$ cat src/sv/assert_macros.svh
// ---------------------------------------------------------------------------
// Assertion macros shared by the array list table engine.
// Each macro takes a label, the clock, the reset, a condition and a property.
// ---------------------------------------------------------------------------
`ifndef ASSERT_MACROS_SVH
`define ASSERT_MACROS_SVH

// The property holds in the same cycle as the condition.
`define ALTE_ASSERT_IMP(label, clk, rst, ante, cons) \
  label: assert property (@(posedge clk) disable iff (rst) (ante) |-> (cons)) \
    else $error("alte: same-cycle check failed");

// The property holds in the cycle after the condition.
`define ALTE_ASSERT_NXT(label, clk, rst, ante, cons) \
  label: assert property (@(posedge clk) disable iff (rst) (ante) |=> (cons)) \
    else $error("alte: next-cycle check failed");

`endif

$ cat src/sv/alte_pkg.sv
// ---------------------------------------------------------------------------
// alte_pkg
// Types and codes shared by the cells, the sequencer and the top level.
// ---------------------------------------------------------------------------
package alte_pkg;

  // Most results a single dump word produces.
  localparam int MAX_RESULTS = 8;

  // Operation codes of a command word.
  typedef enum logic [2:0] {
    OP_APPEND = 3'd0,
    OP_SEARCH = 3'd1,
    OP_DELETE = 3'd2,
    OP_INSERT = 3'd3,
    OP_DUMP   = 3'd4
  } opcode_t;

  // Status codes of a result word.
  typedef enum logic [2:0] {
    ST_OK       = 3'd0,
    ST_FULL     = 3'd1,
    ST_BADPOS   = 3'd2,
    ST_NOTFOUND = 3'd3,
    ST_EMPTY    = 3'd4
  } status_t;

  // What every cell of the chain does in a cycle.
  typedef enum logic [1:0] {
    CELL_HOLD,
    CELL_ROT,
    CELL_DOWN,
    CELL_UP
  } cell_op_t;

  // One stored entry.
  typedef struct packed {
    logic [31:0] key;
    logic [63:0] payload;
  } entry_t;

  localparam entry_t ZERO_ENTRY = '0;

  // Control broadcast from the sequencer to all cells.
  typedef struct packed {
    cell_op_t op;
    entry_t   entry;
  } cell_ctl_t;

  // Command word.
  typedef struct packed {
    logic [2:0]         opcode;
    logic signed [31:0] entry_key;
    logic [63:0]        entry_payload;
    logic [3:0]         position;
  } cmd_t;

  // Result word.
  typedef struct packed {
    logic [2:0]         status;
    logic signed [31:0] result_key;
    logic [63:0]        result_payload;
    logic [2:0]         result_index;
    logic [3:0]         fill_count;
    logic               last_flag;
  } rsp_t;

endpackage

$ cat src/sv/alte_cell.sv
// ---------------------------------------------------------------------------
// alte_cell
// One slot of the list. It holds an entry and loads from its left or right
// neighbor, or from the broadcast entry, as the chain control tells it.
// ---------------------------------------------------------------------------
module alte_cell
  import alte_pkg::*;
#(
  parameter int IW  = 3,
  parameter int IDX = 0
) (
  input  logic          clk,
  input  cell_ctl_t     ctl,
  input  logic [IW-1:0] sel,
  input  entry_t        left,
  input  entry_t        right,
  output entry_t        q
);

  localparam logic [IW-1:0] MY_IDX = IW'(IDX);

  // Rotate toward slot zero, close the gap at sel, or open a slot at sel and write the broadcast entry there.
  always_ff @(posedge clk) begin
    case (ctl.op)
      CELL_ROT: begin
        q <= right;
      end
      CELL_DOWN: begin
        if (MY_IDX >= sel) begin
          q <= right;
        end
      end
      CELL_UP: begin
        if (MY_IDX > sel) begin
          q <= left;
        end else if (MY_IDX == sel) begin
          q <= ctl.entry;
        end
      end
      default: begin
      end
    endcase
  end

endmodule

$ cat src/sv/alte_seq.sv
// ---------------------------------------------------------------------------
// alte_seq
// Command sequencer. It keeps the fill count, steps the cell chain through
// write, rotate and shift operations, and forms the result words.
// ---------------------------------------------------------------------------
module alte_seq
  import alte_pkg::*;
#(
  parameter int CAPACITY = 8,
  parameter int IW       = 3,
  parameter int CW       = 4
) (
  input  logic          clk,
  input  logic          rst,
  input  logic          start,
  input  cmd_t          cmd,
  input  entry_t        head,
  output logic          busy,
  output logic          done,
  output rsp_t          rsp,
  output cell_ctl_t     ctl,
  output logic [IW-1:0] sel
);

  localparam int XW = CW + 3;

  typedef enum logic [1:0] {
    S_IDLE,
    S_WRITE,
    S_SCAN,
    S_REPORT
  } state_t;

  state_t        state;
  logic [2:0]    op_q;
  logic [31:0]   key_q;
  entry_t        new_q;
  entry_t        hit;
  logic          found;
  logic [IW-1:0] sel_q;
  logic [IW-1:0] step;
  logic [CW-1:0] count;

  logic [XW-1:0] step_x;
  logic [XW-1:0] count_x;
  logic          in_range;
  logic          dump_emit;
  logic          dump_last;
  logic          match;
  logic          full;
  logic          pos_bad;
  logic          scan_end;
  logic          del_hit;

  function automatic rsp_t mk_rsp(input status_t st, input entry_t ent,
                                  input logic [IW-1:0] idx,
                                  input logic [CW-1:0] fill, input logic last);
    rsp_t r;
    r.status         = st;
    r.result_key     = $signed(ent.key);
    r.result_payload = ent.payload;
    r.result_index   = 3'(idx);
    r.fill_count     = 4'(fill);
    r.last_flag      = last;
    return r;
  endfunction

  // Scan bookkeeping: the head cell holds entry number step.
  assign step_x    = XW'(step);
  assign count_x   = XW'(count);
  assign in_range  = step_x < count_x;
  assign dump_emit = in_range && (step_x < XW'(MAX_RESULTS));
  assign dump_last = (step_x + XW'(1) == count_x) || (step_x == XW'(MAX_RESULTS - 1));
  assign match     = in_range && !found && (head.key == key_q);
  assign full      = count == CW'(CAPACITY);
  assign pos_bad   = XW'(cmd.position) > count_x;
  assign scan_end  = step == IW'(CAPACITY - 1);
  assign del_hit   = (op_q == OP_DELETE) && found;

  assign busy = state != S_IDLE;
  assign sel  = sel_q;

  // Chain control follows the state.
  always_comb begin
    ctl.op    = CELL_HOLD;
    ctl.entry = new_q;
    unique case (state)
      S_WRITE:  ctl.op = CELL_UP;
      S_SCAN:   ctl.op = CELL_ROT;
      S_REPORT: ctl.op = del_hit ? CELL_DOWN : CELL_HOLD;
      default:  ctl.op = CELL_HOLD;
    endcase
  end

  // State, fill count and registered result word.
  always_ff @(posedge clk) begin
    if (rst) begin
      state <= S_IDLE;
      done  <= 1'b0;
      count <= '0;
      found <= 1'b0;
      step  <= '0;
    end else begin
      done <= 1'b0;
      unique case (state)
        S_IDLE: begin
          if (start) begin
            op_q          <= cmd.opcode;
            key_q         <= cmd.entry_key;
            new_q.key     <= cmd.entry_key;
            new_q.payload <= cmd.entry_payload;
            step          <= '0;
            found         <= 1'b0;
            unique case (cmd.opcode)
              OP_APPEND: begin
                if (full) begin
                  done <= 1'b1;
                  rsp  <= mk_rsp(ST_FULL, ZERO_ENTRY, '0, count, 1'b1);
                end else begin
                  sel_q <= IW'(count);
                  state <= S_WRITE;
                end
              end
              OP_INSERT: begin
                if (full) begin
                  done <= 1'b1;
                  rsp  <= mk_rsp(ST_FULL, ZERO_ENTRY, '0, count, 1'b1);
                end else if (pos_bad) begin
                  done <= 1'b1;
                  rsp  <= mk_rsp(ST_BADPOS, ZERO_ENTRY, '0, count, 1'b1);
                end else begin
                  sel_q <= IW'(cmd.position);
                  state <= S_WRITE;
                end
              end
              OP_SEARCH, OP_DELETE: begin
                state <= S_SCAN;
              end
              OP_DUMP: begin
                if (count == '0) begin
                  done <= 1'b1;
                  rsp  <= mk_rsp(ST_EMPTY, ZERO_ENTRY, '0, count, 1'b1);
                end else begin
                  state <= S_SCAN;
                end
              end
              default: begin
              end
            endcase
          end
        end
        S_WRITE: begin
          count <= count + CW'(1);
          done  <= 1'b1;
          rsp   <= mk_rsp(ST_OK, ZERO_ENTRY, sel_q, count + CW'(1), 1'b1);
          state <= S_IDLE;
        end
        S_SCAN: begin
          step <= step + IW'(1);
          if (op_q == OP_DUMP) begin
            if (dump_emit) begin
              done <= 1'b1;
              rsp  <= mk_rsp(ST_OK, head, step, count, dump_last);
            end
          end else if (match) begin
            found <= 1'b1;
            sel_q <= step;
            hit   <= head;
          end
          if (scan_end) begin
            state <= (op_q == OP_DUMP) ? S_IDLE : S_REPORT;
          end
        end
        S_REPORT: begin
          done  <= 1'b1;
          state <= S_IDLE;
          if (!found) begin
            rsp <= mk_rsp(ST_NOTFOUND, ZERO_ENTRY, '0, count, 1'b1);
          end else if (del_hit) begin
            count <= count - CW'(1);
            rsp   <= mk_rsp(ST_OK, ZERO_ENTRY, sel_q, count - CW'(1), 1'b1);
          end else begin
            rsp <= mk_rsp(ST_OK, hit, sel_q, count, 1'b1);
          end
        end
        default: begin
          state <= S_IDLE;
        end
      endcase
    end
  end

endmodule

$ cat src/sv/array_list_table_engine.sv
// ---------------------------------------------------------------------------
// array_list_table_engine
// Bounded list of keyed entries held in a ring of cells, with append,
// search, delete, insert and dump commands.
// ---------------------------------------------------------------------------
// A command word is taken when start is high and busy is low. Results come
// out on rsp, each for exactly one cycle with done high, and must be taken
// then: there is no way to hold them off. Append and insert keep busy high
// while the entry is written and report once that write is done. Full, bad
// position and empty-dump reports come the cycle after the command with busy
// staying low. Search and delete rotate the whole ring of CAPACITY cells once
// to find the first match, with busy high through the scan and the report,
// and a delete then closes the gap in one shift. Dump also takes one full
// rotation and emits one result per cycle while the entries pass the head
// cell, the last one flagged. Unknown opcodes are dropped without a result.
// Slots are not cleared at reset; the fill count is.
// ---------------------------------------------------------------------------
`include "assert_macros.svh"

module array_list_table_engine
  import alte_pkg::*;
#(
  parameter int CAPACITY = 8
) (
  input  logic clk,
  input  logic rst,
  input  logic start,
  input  cmd_t cmd,
  output logic busy,
  output logic done,
  output rsp_t rsp
);

  localparam int IW = (CAPACITY > 1) ? $clog2(CAPACITY) : 1;
  localparam int CW = $clog2(CAPACITY + 1);

  entry_t        chain [CAPACITY];
  cell_ctl_t     ctl;
  logic [IW-1:0] sel;

  // Sequencer: fill count, command steps and result words.
  alte_seq #(
    .CAPACITY(CAPACITY),
    .IW      (IW),
    .CW      (CW)
  ) u_seq (
    .clk  (clk),
    .rst  (rst),
    .start(start),
    .cmd  (cmd),
    .head (chain[0]),
    .busy (busy),
    .done (done),
    .rsp  (rsp),
    .ctl  (ctl),
    .sel  (sel)
  );

  // Ring of cells; slot zero is the head seen by the sequencer.
  for (genvar i = 0; i < CAPACITY; i++) begin : g_cell
    alte_cell #(
      .IW (IW),
      .IDX(i)
    ) u_cell (
      .clk  (clk),
      .ctl  (ctl),
      .sel  (sel),
      .left (chain[(i + CAPACITY - 1) % CAPACITY]),
      .right(chain[(i + 1) % CAPACITY]),
      .q    (chain[i])
    );
  end

  // Error reports are always single words.
  `ALTE_ASSERT_IMP(a_err_last, clk, rst, done && rsp.status != ST_OK, rsp.last_flag)
  // The cells never move while the block is idle.
  `ALTE_ASSERT_IMP(a_idle_hold, clk, rst, !busy, ctl.op == CELL_HOLD)
  // An unknown opcode produces no result.
  `ALTE_ASSERT_NXT(a_bad_op, clk, rst, start && !busy && cmd.opcode > OP_DUMP, !done)
  // Dump words come back to back until the flagged one.
  `ALTE_ASSERT_NXT(a_dump_burst, clk, rst, done && !rsp.last_flag, done && rsp.status == ST_OK)

endmodule

$ cat config.mk
export PLATFORM = sky130hd
export DESIGN_NAME = array_list_table_engine
export DESIGN_NICKNAME = d
export VERILOG_FILES = /design/src/sv/alte_pkg.sv /design/src/sv/alte_cell.sv /design/src/sv/alte_seq.sv /design/src/sv/array_list_table_engine.sv
export VERILOG_INCLUDE_DIRS = /design/src /design/src/sv
export SDC_FILE = /design/constraint.sdc
export NUM_CORES = 2
export LEC_CHECK = 0
export BUFFER_PORTS_ARGS = -buffer_cell sky130_fd_sc_hd__buf_4
export CAP_MARGIN = 20
export CORE_MARGIN = 5
export CORE_UTILIZATION = 30
export DETAILED_ROUTE_END_ITERATION = 7
export MAX_ROUTING_LAYER = met4
export PLACE_DENSITY_LB_ADDON = 0.15
export SETUP_SLACK_MARGIN = 0.3
export SYNTH_ARGS = -nofsm -noshare
export SYNTH_HDL_FRONTEND = slang
export SYNTH_SLANG_ARGS = --single-unit
$ cat constraint.sdc
create_clock -name clk -period 27.9 [get_ports clk]
set_clock_uncertainty 0.15 [all_clocks]
set_input_delay 5.58 -clock clk [delete_from_list [all_inputs] [get_ports clk]]
set_output_delay 5.58 -clock clk [all_outputs]
set_load 0.02 [all_outputs]
# Word level (Yosys, flattened, before mapping)
# Index checks and enable logic that the tools add are counted.
# word_totals
regBits	1084
out_inout_bits	109
# op_classes
n_addsub	4
muxes	80
bitwise	2
eq_ne	57
n_reduce_logical	32
order_cmp	19
# ops
op	count
2-to-1 mux 96 bit	24
case mux 96 bit (3 select lines)	8
2-to-1 mux 107 bit	8
case mux 107 bit (4 select lines)	1
case mux 107 bit (3 select lines)	1
2-to-1 mux 104 bit	1
equality test 32 bit	1
AND reduction 3 bit	10
inequality test 2 x 1 -> 1 bit (second input constant)	14
inequality test 3 x 1 -> 1 bit (second input constant)	8
2-to-1 mux 3 bit	7
case mux 3 bit (2 select lines)	3
2-to-1 mux 2 bit	8
inequality test 3 bit (second input constant)	5
equality test 3 bit (first input constant)	4
greater-or-equal comparator 3 bit (first input constant)	4
greater-than comparator 3 bit (first input constant)	4
case mux 2 bit (3 select lines)	2
2-to-1 mux 1 bit	10
equality test 3 x 2 -> 1 bit (second input constant)	3
equality test 3 bit (second input constant)	3
AND reduction 9 bit	1
equality test 2 bit (second input constant)	4
2-to-1 mux 4 bit	2
40 further kinds	58

# Logic depth before layout (Yosys ltp)
# depth
depth_word	7
depth_mapped	8
depth_no_buf	7

# Cells and area by module
# A second synthesis with hierarchy kept.
# hier_totals
cells_unflattened	4670
area_unflattened_um2	54197.0
# modules_own_cells
module	seq_area_each_um2	n_inst	cells_each	area_per_inst_um2
alte_seq	9379.0	1	759	12109.1
alte_cell at g_cell[1].u_cell	2882.8	1	579	6187.2
alte_cell at g_cell[6].u_cell	2882.8	1	558	6132.1
alte_cell at g_cell[2].u_cell	2882.8	1	558	5749.3
alte_cell at g_cell[4].u_cell	2882.8	1	431	5320.1
alte_cell at g_cell[3].u_cell	2882.8	1	527	4847.1
alte_cell at g_cell[7].u_cell	2882.8	1	526	4820.9
alte_cell at g_cell[5].u_cell	2882.8	1	527	4815.9
alte_cell at g_cell[0].u_cell	2882.8	1	205	4215.3

# Worst setup path after synthesis
# Ideal clock, no wire load.
# synth_path
kind	input -> register
from	input cmd[2] (netlist name)
to	register u_seq.rsp[0] (netlist name)
slack_ns	13.394
arrival_time_ns	13.652
stages	5
cell_sequence	ha_1 > a41oi_1 > a21oi_1 > o21a_1 > nor3_1
# synth_between
elab_chain_cells	3
# synth_lines
element	line_no	source
start: declaration	array_list_table_engine.sv:28	input cmd_t cmd,
greater-than comparator 4 bit	alte_seq.sv:76	assign pos_bad = XW'(cmd.position) > count_x;
inequality test 4 x 2 -> 1 bit (no source line)	n/a	
AND reduction 8 bit (no source line)	n/a	
# No other way between the ends.
# A chain may end at the register's enable or synchronous reset.

# Worst setup path in the final report
# layout_path
from	register u_seq.state[1]
to	output busy
# layout_between
elab_chain_cells	1
# layout_lines
element	line_no	source
start: declaration	alte_seq.sv:34	state_t state;
start signal: assignment	alte_seq.sv:171	state <= (op_q == OP_DUMP) ? S_IDLE : S_REPORT;
nonzero test 2 bit	alte_seq.sv:80	assign busy = state != S_IDLE;
end: declaration	array_list_table_engine.sv:29	output logic busy,
# No other way between the ends.

==> run_results.csv <==
group,metric,value,unit
global_route,wire_length_of_the_first_global_routing_pass,215000,um
final_layout,mostFrequentLayoutCells,"sky130_fd_sc_hd__edfxtp_1 (1073), sky130_fd_sc_hd__nor2_1 (788), sky130_fd_sc_hd__a21oi_1 (684)",
min_path,min_delay_worst_endpoint,"u_seq.hit[48]",
placement,hpwl,78900,um
pwr,leakage,21.7,nW
synthesis,avgSynthCellArea,12.7,um^2
placement,io_buffer_count,214,
setup_path,critPathRequiredTime,22.17,ns
routing,drt_drc_violations_left,0,
setup_path,crit_path_end_kind,"output pin",
min_path,holdCritPathClass,"register to register",
setup_path,reg_to_reg_endpoint,"g_cell[0].u_cell.q[10]",
status,status,"completed",
placement,placed_cells,6112,
timing,hold_ws,0.366,ns
timing,fin_crit_sh,0.294,
timing,finalSetupTns,0,ns
floorplanning,design.portCount,215,
final_layout,ff_latch_area,32400,um^2
clock_network,clkTransAtPathRegs,0.06,ns
timing,setup_viol_count_final,0,
timing,finalMaxSlewViolations,0,
setup_path,critical_path_arrival,2.48,ns
clock_network,ctsLongestPathBuffers,3,
setup_path,startpoint_type,"register",
routing,drtPass1Iterations,5,
synthesis,synth_top_flop_cell,"sky130_fd_sc_hd__edfxtp_1",
min_path,hold_start,"g_cell[0].u_cell.q[48]",
timing,grt_setup_unrepaired,"no",
synthesis,syn_inst,3949,
floorplanning,start_util,0.301,
clock_network,insertion_delay,0.76,ns
floorplanning,core_area,167000,um^2
global_route,grt_pass1_vias,31200,
synthesis,number_of_warnings_issued_by_yosys,0,
routing,routed_via_density,4.96,
floorplanning,dieArea,176000,um^2
final_layout,post-route-cell-area,57900,um^2
routing,via_count,31500,
clock_network,cts_inserted_buffers,130,
routing,drtAntennaViolNets,0,
global_route,track_usage,0.169,
final_layout,multiInputGateArea,16600,um^2
global_route,initial_antenna_violation_count,5,
setup_path,reg2reg_slack,22.57,ns
clock_network,post-cts-setup-buffers,0,
routing,dr.first_iter.drc_count,2378,
final_layout,drive_above_1_share,0.136,
global_route,global_route.overflow_total,0,
clock_network,cts-htree-levels,4,
clock_network,cts_repair_resize_count,0,
timing,worstMarginPinSlew,1.14,ns
floorplanning,die_w,419,um
clock_network,root_buffer_selected_by_cts,"sky130_fd_sc_hd__clkbuf_16",
synthesis,count_of_flip_flops_with_a_built_in_enable_after_synthesis,1073,
min_path,hold-path-cell-count,0,
pwr,power_density_over_cell_area,137,nW/um^2
setup_path,r2r_cells,7,
placement,place_congestion,0.760,
final_layout,syn2layout_area_growth,15.4,%
pwr,vdd.ir_drop.worst,0.000186,V
floorplanning,std_cell_rows,150,
placement,placed_cell_area,54000,um^2
clock_network,ctsHoldBuffers,0,
setup_path,worst_r2r_startpoint,"u_seq.state[1]",
routing,average_detailed_routed_wire_length_per_instance,23.3,um
final_layout,fillerInstances,16500,
clock_network,clkSinkCount,1084,
timing,timing.max_slew.rel_slack,0.243,
synthesis,syn_nets,4072,
final_layout,layout.cells.most_common,"sky130_fd_sc_hd__edfxtp_1",
setup_path,worstPathMaxFanout,29,
timing,final_period_minus_worst_setup_slack,8.21,ns
synthesis,syn_area,50200,um^2
timing,hold_violation_count_in_the_final_report,0,
synthesis,portion_of_the_post_synthesis_area_used_by_sequential_elements,0.646,
routing,route.final.wire_length,148000,um
timing,maxClockFrequency,122,MHz
global_route,pin_count_of_the_biggest_net_entering_global_routing,178,
job,maxCapViolCount,0,
setup_path,path_class,"register to output pin",
setup_path,timing.critical_path.from,"u_seq.state[1]",
synthesis,ys_ff_latch,1084,
clock_network,tritoncts,"done",
synthesis,synth_async_sr_flop_share,0,
synthesis,netlist-cell-type-count,56,
final_layout,fin_cells,6353,
final_layout,design.final.nets,4163,
floorplanning,die-height,419,um
worst max-delay path by stage:
stage	end	slack, ns	cells after the start
after global placement	u_seq.rsp[47]	19.26	7
after global routing	busy	19.52	4
after CTS	busy	19.61	4
after detailed placement	u_seq.rsp[45]	19.24	7
final	busy	19.69	4
after floorplan	u_seq.rsp[0]	13.39	5
worst max-delay path, stage by stage, from the launching register on:
cell,delay (ns)
sky130_fd_sc_hd__dfxtp_1,0.40
sky130_fd_sc_hd__inv_1,0.20
sky130_fd_sc_hd__ha_4,0.42
sky130_fd_sc_hd__clkinv_1,0.41
sky130_fd_sc_hd__buf_4,0.29
cells by family after synthesis:
group | synth area share
flops | 0.646
simple gates | 0.0694
compound gates | 0.0888
mux | 0.156
buf+inv | 0.0281
xor+xnor | 0.00698
fa+ha+maj | 0.00424
registers in the layout, summed over array words and instances, names as in the netlist:
name,cells
u_seq.op_q,3
u_seq.step,3
u_seq.key_q,32
u_seq.hit,96
u_seq.found,1
g_cell.u_cell.q,768
u_seq.rsp,107
u_seq.done,1
u_seq.state,2
u_seq.ctl,64
u_seq.sel,3
u_seq.count,4
layer usage:
layer,routed length [um],share of wire,up-vias,global-route usage
met4,3330,0.023,0,0.0462
met5,0,0,-,-
li1,-,-,14900,-
met1,69300,0.47,16000,0.227
met3,5530,0.037,161,0.0260
met2,69500,0.47,524,0.267
where the power goes:
part / switching, W / internal (W)
clock: 0.000704 / 0.000919
combinational: 0.00197 / 0.000795
sequential: 0.000420 / 0.00312
total: 0.00309 / 0.00484
area by class of cell:
cell class	count	share of cell area
Clock inverter	73	0.00885
Clock buffer	164	0.0598
Multi-Input combinational cell	2540	0.286
Timing Repair Buffer	270	0.0367
Tap cell	2204	0.0476
Sequential cell	1084	0.560
Inverter	14	0.00104
Antenna cell	4	0.000173
Yosys cell counts, drive strengths merged (7+ instances only):
cell,n,area share
dfxtp,11,0.0044
o21ai,14,0.0014
nand3,7,0.00070
inv,13,0.00097
a21oi,691,0.069
mux2i,676,0.13
edfxtp,1073,0.64
nand2b,7,0.00087
xnor2,36,0.0063
mux2,96,0.022
nand4,15,0.0019
nand2,28,0.0021
nor2,790,0.059
clkbuf,209,0.016
buf,102,0.011
nor3,10,0.0010
ha,17,0.0042
a22oi,96,0.014
per-stage QoR:
stage	setup slack, ns	util	power (W)
6_report	19.69	0.347	0.00793
5_1_grt	19.52	0.347	0.00843
4_1_cts	19.61	0.347	0.00807
3_5_place_dp	19.24	0.323	0.00642
3_3_place_gp	19.26	0.323	0.00638
2_1_floorplan	13.39	-	0.00539
(Power assumes the default switching activity.)
